File: config.mk
export PLATFORM = sky130hd
export DESIGN_NAME = tce_decode
export DESIGN_NICKNAME = d
export VERILOG_FILES = /design/src/rtl/text_console_engine_assert.svh /design/src/rtl/tce_pkg.sv /design/src/rtl/tce_decode.sv
export SDC_FILE = /design/constraint.sdc
export NUM_CORES = 1
export LEC_CHECK = 0
export ABC_CLOCK_PERIOD_IN_PS = 2850
export BUFFER_PORTS_ARGS = -buffer_cell sky130_fd_sc_hd__buf_2
export CORE_MARGIN = 3
export CORE_UTILIZATION = 40
export DETAILED_ROUTE_END_ITERATION = 16
export GPL_TIMING_DRIVEN = 0
export PLACE_DENSITY = 0.75
export RECOVER_POWER = 50
export SLEW_MARGIN = 10
export SYNTH_ARGS = -nofsm -noshare
export SYNTH_HDL_FRONTEND = slang
export SYNTH_SLANG_ARGS = --single-unit
File: constraint.sdc
create_clock -name vclk -period 2.85
set_input_delay 0.4275 -clock vclk [all_inputs]
set_output_delay 0.4275 -clock vclk [all_outputs]
set_load 0.1 [all_outputs]
File: src/rtl/text_console_engine_assert.svh
// Assertion macros for the console engine RTL.
`ifndef TEXT_CONSOLE_ENGINE_ASSERT_SVH
`define TEXT_CONSOLE_ENGINE_ASSERT_SVH

`ifndef NO_ASSERTIONS

// Check a property on every clock edge outside reset.
`define TCE_ASSERT(label, prop, msg) \
  label: assert property (@(posedge clk) disable iff (!rst_n) prop) else $error(msg);

// Check a property on every clock edge, reset included.
`define TCE_ASSERT_ALWAYS(label, prop, msg) \
  label: assert property (@(posedge clk) prop) else $error(msg);

`else

`define TCE_ASSERT(label, prop, msg)
`define TCE_ASSERT_ALWAYS(label, prop, msg)

`endif

`endif

File: src/rtl/tce_pkg.sv
// Types and constants shared by the text console engine.
package tce_pkg;

  localparam logic [1:0] OP_PUT   = 2'd0;
  localparam logic [1:0] OP_SET   = 2'd1;
  localparam logic [1:0] OP_CLEAR = 2'd2;
  localparam logic [1:0] OP_READ  = 2'd3;

  localparam logic [7:0] CH_NEWLINE   = 8'h0A;
  localparam logic [7:0] CH_RETURN    = 8'h0D;
  localparam logic [7:0] CH_BACKSPACE = 8'h08;
  localparam logic [7:0] CH_SPACE     = 8'h20;
  localparam logic [7:0] RESET_ATTR   = 8'h07;

  typedef struct packed {
    logic [1:0] operation;
    logic [7:0] char_code;
    logic [4:0] target_row;
    logic [6:0] target_column;
  } in_req_t;

  typedef struct packed {
    logic [4:0]  cursor_row;
    logic [6:0]  cursor_column;
    logic [15:0] cell_value;
    logic        accepted;
  } out_rsp_t;

  typedef struct packed {
    logic [4:0] row;
    logic [6:0] col;
  } cursor_t;

  // What one request does: new cursor, one optional cell write or read,
  // and whether a scroll or a full clear follows.
  typedef struct packed {
    cursor_t    cursor;
    logic       ok;
    logic       wr_en;
    cursor_t    wr_pos;
    logic [7:0] wr_char;
    logic       scroll;
    logic       clear;
    logic       rd_en;
  } plan_t;

endpackage

File: src/rtl/tce_decode.sv
// Request decoder: turns one request and the cursor into an action plan.
module tce_decode
  import tce_pkg::*;
#(
  parameter int SCREEN_COLUMNS = 80,
  parameter int SCREEN_ROWS    = 25
) (
  input  in_req_t req,
  input  cursor_t cur,
  output plan_t   plan
);

  localparam logic [4:0] LAST_ROW = 5'(SCREEN_ROWS - 1);
  localparam logic [6:0] LAST_COL = 7'(SCREEN_COLUMNS - 1);

  logic in_range;
  logic at_last_row;
  logic at_last_col;

  assign in_range = ({1'b0, req.target_row} < 6'(SCREEN_ROWS)) &&
                    ({1'b0, req.target_column} < 8'(SCREEN_COLUMNS));
  assign at_last_row = (cur.row == LAST_ROW);
  assign at_last_col = (cur.col == LAST_COL);

  always_comb begin
    plan         = '0;
    plan.cursor  = cur;
    plan.ok      = 1'b1;
    plan.wr_pos  = cur;
    plan.wr_char = CH_SPACE;
    unique case (req.operation)
      OP_PUT: begin
        case (req.char_code)
          CH_NEWLINE: begin
            plan.cursor.col = '0;
            if (at_last_row) begin
              plan.scroll = 1'b1;
            end else begin
              plan.cursor.row = cur.row + 5'd1;
            end
          end
          CH_RETURN: begin
            plan.cursor.col = '0;
          end
          CH_BACKSPACE: begin
            if (cur.col != '0) begin
              plan.cursor.col = cur.col - 7'd1;
              plan.wr_en      = 1'b1;
              plan.wr_pos.col = cur.col - 7'd1;
            end
          end
          default: begin
            plan.wr_en   = 1'b1;
            plan.wr_char = req.char_code;
            if (at_last_col) begin
              plan.cursor.col = '0;
              if (at_last_row) begin
                plan.scroll = 1'b1;
              end else begin
                plan.cursor.row = cur.row + 5'd1;
              end
            end else begin
              plan.cursor.col = cur.col + 7'd1;
            end
          end
        endcase
      end
      OP_SET: begin
        if (in_range) begin
          plan.cursor.row = req.target_row;
          plan.cursor.col = req.target_column;
        end else begin
          plan.ok = 1'b0;
        end
      end
      OP_CLEAR: begin
        plan.clear  = 1'b1;
        plan.cursor = '0;
      end
      OP_READ: begin
        if (in_range) begin
          plan.rd_en = 1'b1;
        end else begin
          plan.ok = 1'b0;
        end
      end
    endcase
  end

endmodule

Yosys cells after proc, flatten, opt, wreduce, memory -nomap -nowiden
Cells that the tools add are included.
{"block": "totals", "out_inout_bits": 37, "word_cells": 41, "register_bits": 0, "inputBits": 34}
{"block": "op_classes", "reduce_logical": 7, "order_cmp": 2, "addsub": 3, "n_eq_ne": 8, "n_mux": 21}
{"cell": "$pmux W12 S3", "count": 1}
{"cell": "$eq A8 B4 Y1 const B", "count": 3}
{"cell": "$mux W7", "count": 3}
{"cell": "$mux W16", "count": 1}
{"cell": "$pmux W7 S2", "count": 1}
{"cell": "$mux W12", "count": 1}
{"cell": "$mux W5", "count": 2}
{"cell": "$pmux W5 S2", "count": 1}
{"cell": "$mux W1", "count": 8}
{"cell": "$mux W8", "count": 1}
{"cell": "$add A7 B1 Y7 const B", "count": 1}
{"cell": "$eq A7 B7 Y1 const B", "count": 1}
{"cell": "$lt A7 B7 Y1 const B", "count": 1}
{"cell": "$reduce_bool A7 Y1", "count": 1}
{"cell": "$sub A7 B1 Y7 const B", "count": 1}
{"cell": "$reduce_or A2 Y1", "count": 3}
{"cell": "$add A5 B1 Y5 const B", "count": 1}
{"cell": "$eq A5 B5 Y1 const B", "count": 1}
{"cell": "$lt A5 B5 Y1 const B", "count": 1}
{"cell": "$eq A2 B2 Y1 const B", "count": 2}
{"cell": "$pmux W1 S2", "count": 2}
{"cell": "$reduce_or A3 Y1", "count": 1}
{"cell": "$eq A2 B1 Y1 const B", "count": 1}
{"cell": "$logic_not A2 Y1", "count": 1}
{"cell": "$logic_and A1 B1 Y1", "count": 1}

Logic depth before layout (Yosys ltp)
Gate-level depths: netlist of run 1.
{"block": "depth", "word_depth": 5, "mapped_depth": 8, "depth_no_buf": 8}

Worst setup path after synthesis of run 1
Ideal clock, no wire load.
{"block": "synth_timing", "kind": "input to output", "start": "in req[17] (netlist name)", "end": "out plan[25] (netlist name)", "path_stages": 5, "t_required_ps": 2423, "path_buffers": 1, "t_arrival_ps": 4786, "path_slack_ps": -2363, "path_cell_list": "nor4_4 > o211a_1 > buf_2 > nor2_1 > o311ai_0"}
{"element": "start, declared", "line_no": "tce_decode.sv:8", "text": "input in_req_t req,"}
{"element": "end, declared", "line_no": "tce_decode.sv:10", "text": "output plan_t plan"}

==> results of run 1 <==
-- layer usage --
metal	vias up	GRT usage (%)
met5	-	0
met4	0	2.53
met3	4	0.864
met2	76	34.3
met1	787	36.3
li1	860	-
-- logic make-up after synthesis --
family | Yosys count
AO/OA/AOI/OAI | 61
AND/OR/NAND/NOR | 82
XOR/XNOR | 4
buffers and inverters | 25
multiplexers | 10
adder cells (fa/ha/maj) | 5
-- how the worst max path moves through the flow --
stage / end / slack (ns) / depth (start not counted) / from
global route: plan[36] / -0.03 / 9 / cur[0]
detailed placement: plan[36] / -0.42 / 9 / cur[0]
finish: plan[36] / 0.03 / 9 / cur[0]
global placement: plan[36] / -0.43 / 9 / cur[0]
CTS: plan[36] / -0.04 / 9 / cur[0]
floorplan: plan[16] / -0.42 / 4 / req[18]
-- power by group --
part / switching (mW) / internal [mW]
clock network: 0 / 0
logic: 0.382 / 0.121
registers: 0 / 0
-- through the flow --
step           setup WS (ns)  cells
5_1_grt              -0.0303    288
3_3_place_gp          -0.428    287
3_5_place_dp          -0.418    287
2_1_floorplan         -0.415    187
4_1_cts              -0.0386    288
6_report              0.0321    288
-- tightest hold or removal path, delay by kind of cell --
kind                   cells  cell delay (ns)
buffers and inverters      2             0.32
AND/OR/NAND/NOR            2             0.19
-- cell type report --
cell class	instances	area share, %
plain buffers	15	5.09
inverters	10	2.41
multi-input cells	162	69.2
well taps	31	2.08
repair buffers	70	21.2
-- timing repair --
| item | CTS | global route |
|---|---|---|
| setup endpoints to repair | 11 | 6 |
| pin swaps | 1 | 1 |
| cloned | 0 | 0 |
| setup buffers | 1 | 0 |
| hold endpoints to repair | 0 | 0 |
| hold buffers | 0 | 0 |
| gates resized for setup | 12 | 17 |
-- placed cells by master (no fill, tap or decap), types with 3 or more instances in the layout --
cell type and count:
ha_1 3, nand3_1 5, clkbuf_1 9, nand2_1 14, or3_1 4, nor3b_1 5
clkbuf_2 14, o22ai_2 3, buf_6 3, clkbuf_4 6, o21ai_0 14, and3_1 6
nand4_1 5, a21oi_1 7, a31oi_1 5, buf_4 11, buf_2 41, and2_1 5
mux2i_1 10, inv_1 8, nor3_1 4, nor2_1 14
==> results.toml, run 1 <==
[power_and_ir_drop]
powerDensity_mw_per_mm2 = 270
p_total_uw = 504
p_leak_nw = 0.799
ir_worst_vdd_mv = 0.242

[global_routing]
overflow = 0
grt_start_max_net_pins = 11
grtUsageTotal_pct = 22.9
grt_pass1_vias = 1427
grt_pass1_wl_mm = 6.68
antenna_found_initial = 0

[yosys]
synthCells = 187
netlist_top_cells_area = "mux2i_1 8.5%, o21ai_0 7.2%, ha_1 5.3%"
synth_seq_area_share_pct = 0
synthMuxAreaShare_pct = 8.51
syn_area_per_cell_um2 = 6.29
synth_top_area_share_pct = 8.51
synth_compound_area_share_pct = 34.6
synth_top_family_by_area = "simple AND/OR/NAND/NOR gates"
synth-simple-area-share_pct = 38.9
syn-num-nets = 226
ys_warn_count = 0
yosys.area_share.xor_xnor_pct = 2.98
synth_most_common_cell = "o21ai_0"
synthTopCellsByCount = "17 x o21ai_0, 16 x nor2_1, 14 x nand2_1"
syn-cell-area_mm2 = 0.00118
synth_cell_type_count = 53
synth_fa_ha_area_share_pct = 5.32
synth_top_area_cell = "mux2i_1"

[sta]
relSlewSlack_pct = 22.4
finalMaxSlewViolations = 0
worstMarginPinSlew_ns = 1.17
finalSetupViolations = 0
timing.final.hold_violations = 0
rsz0062_at_grt = "yes"
fmaxAchievable_ghz = 0.355
fin_crit_sh_pct = 98.9
fin_crit_ns = 2.82
setup_tns_ns = 0
fin_hold_ws_ns = 1.37

[setup_path]
critPathTopFamily = "simple AND/OR/NAND/NOR gates"
critPathCaptureType = "output pin"
start_kind = "input pin"
critPathBufInv = 3
path_class = "in -> out"
worstPathArrival_ns = 2.39
cp.required_ns = 2.42
cp_slowest_stage_delay_ns = 0.51
cpMaxStageDelayCell = "or4_4"
worstPathMaxFanout = 8
crit_path_cell_trace = "clkbuf_4, ha_4, and3_1, buf_6, nand3_4, a221o_1, or4_4, nand3_2, buf_12"

[final_layout]
nets = 298
area_growth_pct = 58.7
nFillCells = 257
drive_above_1_share_pct = 44.4
clock_buffer_count = 0
ff_latch_area_um2 = 0
diodes = 0
multi_input_area_mm2 = 0.00129
final_core_util_pct = 67.1
fin_area_mm2 = 0.00187
seq_cell_count = 0

[hold_path]
hold_depth = 4
min_to = "plan[36]"
hold_start = "cur[11]"
min_path_type = "in -> out"

[route]
wl_met2_mm = 2.01
wl_met1_mm = 1.98
firstDrtPassIters = 4
drt_iter0_drc = 99
routed_via_density = 6.00
routed.top_layer = "met4"
wl_per_cell_um = 15.2
drc = 0
vias = 1727
wl_met3_um = 342
wl_mm = 4.37
ant_nets = 0

[floorplanning]
die-area_mm2 = 0.00363
die_w_um = 60.2
io_pins = 71
dieHeight_um = 60.2
core_region_area_mm2 = 0.00278
rows = 19
start_util_pct = 42.3

[placement]
gp_congestion = 0.891
place_area_mm2 = 0.00178
port-buffer-count = 69
dp_hpwl_mm = 3.42

[status]
status = "finished clean"

[run]
drv_cap = 0
Power figures use the tool's default switching activity.
==> run 2, diff against run 1 <==
CORE_UTILIZATION = 46   (was 40)
PLACE_DENSITY = 0.84   (was 0.75)
REMOVE_ABC_BUFFERS = 1   (was unset)
==> run 2 against run 1 <==
  * Cell area down 13%
  * Maximum frequency up 2.5%
  * First-iteration DRC count down 19%
  * Non-clock buffer count down 10
==> results.toml, run 2 (synthesis results as in run 1) <==
[hold_path]
min_path_type = "in -> out"
min_to = "plan[36]"
hold_depth = 4
hold_start = "cur[11]"

[placement]
place_area_mm2 = 0.00149
dp_hpwl_mm = 3.09
port-buffer-count = 71
dp_slack_ns = -0.616
gp_congestion = 0.847
place_inst = 271

[route]
wl_mm = 4.03
routed_via_density = 6.11
firstDrtPassIters = 4
vias = 1681
ant_nets = 0
drt_iter0_drc = 80
wl_per_cell_um = 14.7
drc = 0

[setup_path]
start_kind = "input pin"
worstPathArrival_ns = 2.32
worstPathMaxFanout = 8
cp_slowest_stage_delay_ns = 0.50
critPathCaptureType = "output pin"
path_class = "in -> out"
cpMaxStageDelayCell = "or4_1"
crit_path_cell_trace = "buf_2, ha_1, and3_4, nand3_4, a221o_1, or4_1, nand3_2, buf_12"
cp.required_ns = 2.42

[final_layout]
nets = 288
area_growth_pct = 38.0
ff_latch_area_um2 = 0
fin_area_mm2 = 0.00162
final_cell_mix = "47 x buf_2, 17 x o21ai_0, 15 x nor2_1, 14 x nand2_1"
final_common_cell = "buf_2"
diodes = 0
final_core_util_pct = 70.0
finalNonFillerCells = 275
seq_cell_count = 0
drive_above_1_share_pct = 34.8
clock_buffer_count = 0

[global_routing]
antenna_found_initial = 0
grtUsageTotal_pct = 23.3
overflow = 0
grt_pass1_vias = 1453
grt_pass1_wl_mm = 6.49
grt_start_max_net_pins = 15

[floorplanning]
core_region_area_mm2 = 0.00232
die_w_um = 56.6
die-area_mm2 = 0.00320
start_util_pct = 50.7
rows = 17
io_pins = 71
dieHeight_um = 56.6

[status]
status = "finished clean"

[sta]
timing.final.hold_violations = 0
fin_crit_ns = 2.75
finalMaxSlewViolations = 0
worstMarginPinSlew_ns = 1.17
fin_crit_sh_pct = 96.5
finalSetupViolations = 0
setup_ws_ns = 0.101
relSlewSlack_pct = 22.5
fmaxAchievable_ghz = 0.364

[power_and_ir_drop]
p_switching_uw = 363
ir_worst_vdd_mv = 0.215
powerDensity_mw_per_mm2 = 286
p_total_uw = 463
combPwrFrac_pct = 100.0
seqPwrFrac_pct = 0
p_leak_nw = 0.714
p_clk_share_pct = 0
swShare_pct = 78.3
p_int_uw = 101

[run]
drv_cap = 0
==> run 2: cell count changes in the layout (fill, tap and decap cells not counted), sizes merged <==
cell,delta
inv,+2
buf,+1
clkbuf,-11
clkinvlp,-2
==> run 2: power groups by stage <==
stage | clock network (mW) | registers, mW | logic, mW
floorplan | 0 | 0 | 0.312
global placement | 0 | 0 | 0.434
detailed placement | 0 | 0 | 0.438
CTS | 0 | 0 | 0.447
global route | 0 | 0 | 0.486
finish | 0 | 0 | 0.463
==> run 2: per-stage QoR <==
stage           TNS, ns  hold WS (ns)
6_report              0          1.36
5_1_grt        -0.00123          1.38
4_1_cts               0          1.28
3_5_place_dp      -3.64          1.28
3_3_place_gp      -3.37          1.28
2_1_floorplan    -18.27         0.855
==> run 2: layer usage <==
metal  vias to the layer above  track usage (%)  wire length (um)
li1                        840                -                 -
met1                       758             34.4              1720
met2                        81             38.3              1960
met3                         2             1.61               328
met4                         0             1.36                21
met5                         -                0                 0
==> run 2: how the worst max path moves through the flow <==
stage	slack (ns)	end	from	depth (start not counted)
detailed placement	-0.62	plan[31]	req[8]	7
global route	-0.001	plan[31]	cur[1]	9
global placement	-0.57	plan[31]	req[8]	7
finish	0.10	plan[36]	cur[0]	8
floorplan	-2.35	plan[25]	req[17]	4
CTS	0.0002	plan[31]	cur[0]	9
==> run 2: repair_timing <==
item | 4_1_cts | 5_1_grt
hold buffers | 0 | 0
setup buffers | 2 | 2
pin swaps | 1 | 4
setup endpoints to repair | 12 | 7
resized for setup | 12 | 20
==> run 2: critical path: cells and delay by family <==
kind | cells | cell delay (ns)
AOI/OAI and AO/OA | 1 | 0.42
adders and majority gates | 1 | 0.19
buffers and inverters | 2 | 0.34
and+or+nand+nor | 4 | 0.94
==> run 2: cell type report <==
class                           instances  area, um2
Multi-Input combinational cell        162       1130
Tap cell                               28       35.0
Inverter                               10       37.5
Timing Repair Buffer                   75        422
Fill cell                             221        696
==> run 3, diff against run 2 <==
REMOVE_ABC_BUFFERS = unset   (was 1)
==> run 3 against run 2 <==
  * Sequential share of layout area is the same
  * Final cell count increased by 4.0%
  * First-iteration DRC count up 24%
  * Via count rose by 5.5%
  * Maximum frequency decreased by 1.6%
  * Clock-buffer cell count did not move
  * Core utilization rose by 11 points
  * Worst hold slack improved by 0.0054 ns
  * Non-clock buffer count increased by 11
  * Critical path type unchanged
==> results.toml, run 3 (synthesis results as in run 1) <==
[sta]
worstMarginPinSlew_ns = 1.17
finalSetupViolations = 0
fmaxAchievable_ghz = 0.358
fin_hold_ws_ns = 1.36
finalMaxSlewViolations = 0
timing.final.hold_violations = 0
fin_crit_ns = 2.79
fin_crit_sh_pct = 98.0
relSlewSlack_pct = 22.2

[power_and_ir_drop]
p_switching_uw = 382
seqPwrFrac_pct = 0
combPwrFrac_pct = 100.0
ir_worst_vdd_mv = 0.287
swShare_pct = 76.0
p_clk_share_pct = 0
powerDensity_mw_per_mm2 = 269
p_leak_nw = 0.803
p_int_uw = 121

[placement]
place_area_mm2 = 0.00177
place_inst = 284
dp_hpwl_mm = 3.44
gp_congestion = 0.862
port-buffer-count = 69

[route]
ant_nets = 0
routed_via_density = 6.20
wl_mm = 4.31
firstDrtPassIters = 4
vias = 1774
wl_per_cell_um = 15.1
drt_iter0_drc = 99
drc = 0

[hold_path]
hold_depth = 4
min_path_type = "in -> out"
hold_start = "cur[11]"

[final_layout]
nets = 299
area_growth_pct = 58.8
drive_above_1_share_pct = 44.6
finalNonFillerCells = 286
final_common_cell = "buf_2"
clock_buffer_count = 0
diodes = 0
ff_latch_area_um2 = 0
final_cell_mix = "42 x buf_2, 14 x clkbuf_2, 14 x nor2_1, 14 x nand2_1, 14 x o21ai_0"
fin_area_mm2 = 0.00187
seq_cell_count = 0

[setup_path]
cpMaxStageDelayCell = "or4_4"
crit_path_cell_trace = "clkbuf_4, ha_4, and3_1, buf_6, nand3_4, a221o_1, or4_4, nand3_2, buf_12"
cp_slowest_stage_delay_ns = 0.50
path_class = "in -> out"
start_kind = "input pin"
worstPathMaxFanout = 8
critPathCaptureType = "output pin"
cp.required_ns = 2.42
worstPathArrival_ns = 2.37
startpoint = "cur[0]"

[floorplanning]
dieHeight_um = 56.6
die_w_um = 56.6
die-area_mm2 = 0.00320
start_util_pct = 50.7
io_pins = 71
rows = 17
core_region_area_mm2 = 0.00232

[global_routing]
grt_pass1_wl_mm = 7.24
antenna_found_initial = 0
grt_start_max_net_pins = 11
grtUsageTotal_pct = 26.6
overflow = 0
grt_pass1_vias = 1618

[run]
drv_cap = 0

[status]
status = "finished clean"
-- run 3: changes by cell type in the layout (fill, tap and decap cells not counted), sizes merged --
cell	delta
inv	-2
buf	+1
clkbuf	+10
clkinvlp	+2
-- run 3: critical path: cells and delay by family --
family          cells  cell delay, ns
fa+ha+maj           1            0.15
simple gates        4            0.88
compound gates      1            0.43
buf+inv             3            0.48
-- run 3: metal layers --
metal  up-vias  GRT usage, %  routed length (um)
li1        858             -                   -
met1       820          38.9                1930
met2        94          44.7                2010
met3         2         0.690                 353
met4         0          1.69                  13
met5         -             0                   0
-- run 3: repair_timing --
| action | in CTS | in global routing |
|---|---|---|
| pin swaps | 1 | 1 |
| resized for setup | 10 | 19 |
| setup buffers | 1 | 1 |
| gates cloned | 0 | 0 |
| setup endpoints to repair | 11 | 7 |
| hold buffers | 0 | 0 |
-- run 3: final cells by class --
class | count | area (um2)
plain buffers | 15 | 95.1
fillers | 186 | 450
inverters | 10 | 45.0
multi-input cells | 162 | 1290
well taps | 28 | 35.0
repair buffers | 71 | 400
-- run 3: power by group through the flow --
stage	sequential [mW]	clock, mW	combinational [mW]
6_report	0	0	0.503
5_1_grt	0	0	0.525
4_1_cts	0	0	0.492
3_5_place_dp	0	0	0.482
3_3_place_gp	0	0	0.479
2_1_floorplan	0	0	0.390
-- run 3: final timing paths --
kind / endpoint / slack (ns)
min: plan[36] / 1.36
max: plan[36] / 0.06
-- run 3: per-stage QoR --
step / setup slack [ns] / utilization, % / power, mW / setup TNS, ns
floorplan: -0.415 / - / 0.390 / -0.933
global placement: -0.403 / 76.5 / 0.479 / -1.20
detailed placement: -0.422 / 76.5 / 0.482 / -1.41
CTS: -0.0610 / 78.1 / 0.492 / -0.0610
global route: -0.0107 / 80.6 / 0.525 / -0.0107
finish: 0.0556 / 80.6 / 0.503 / 0
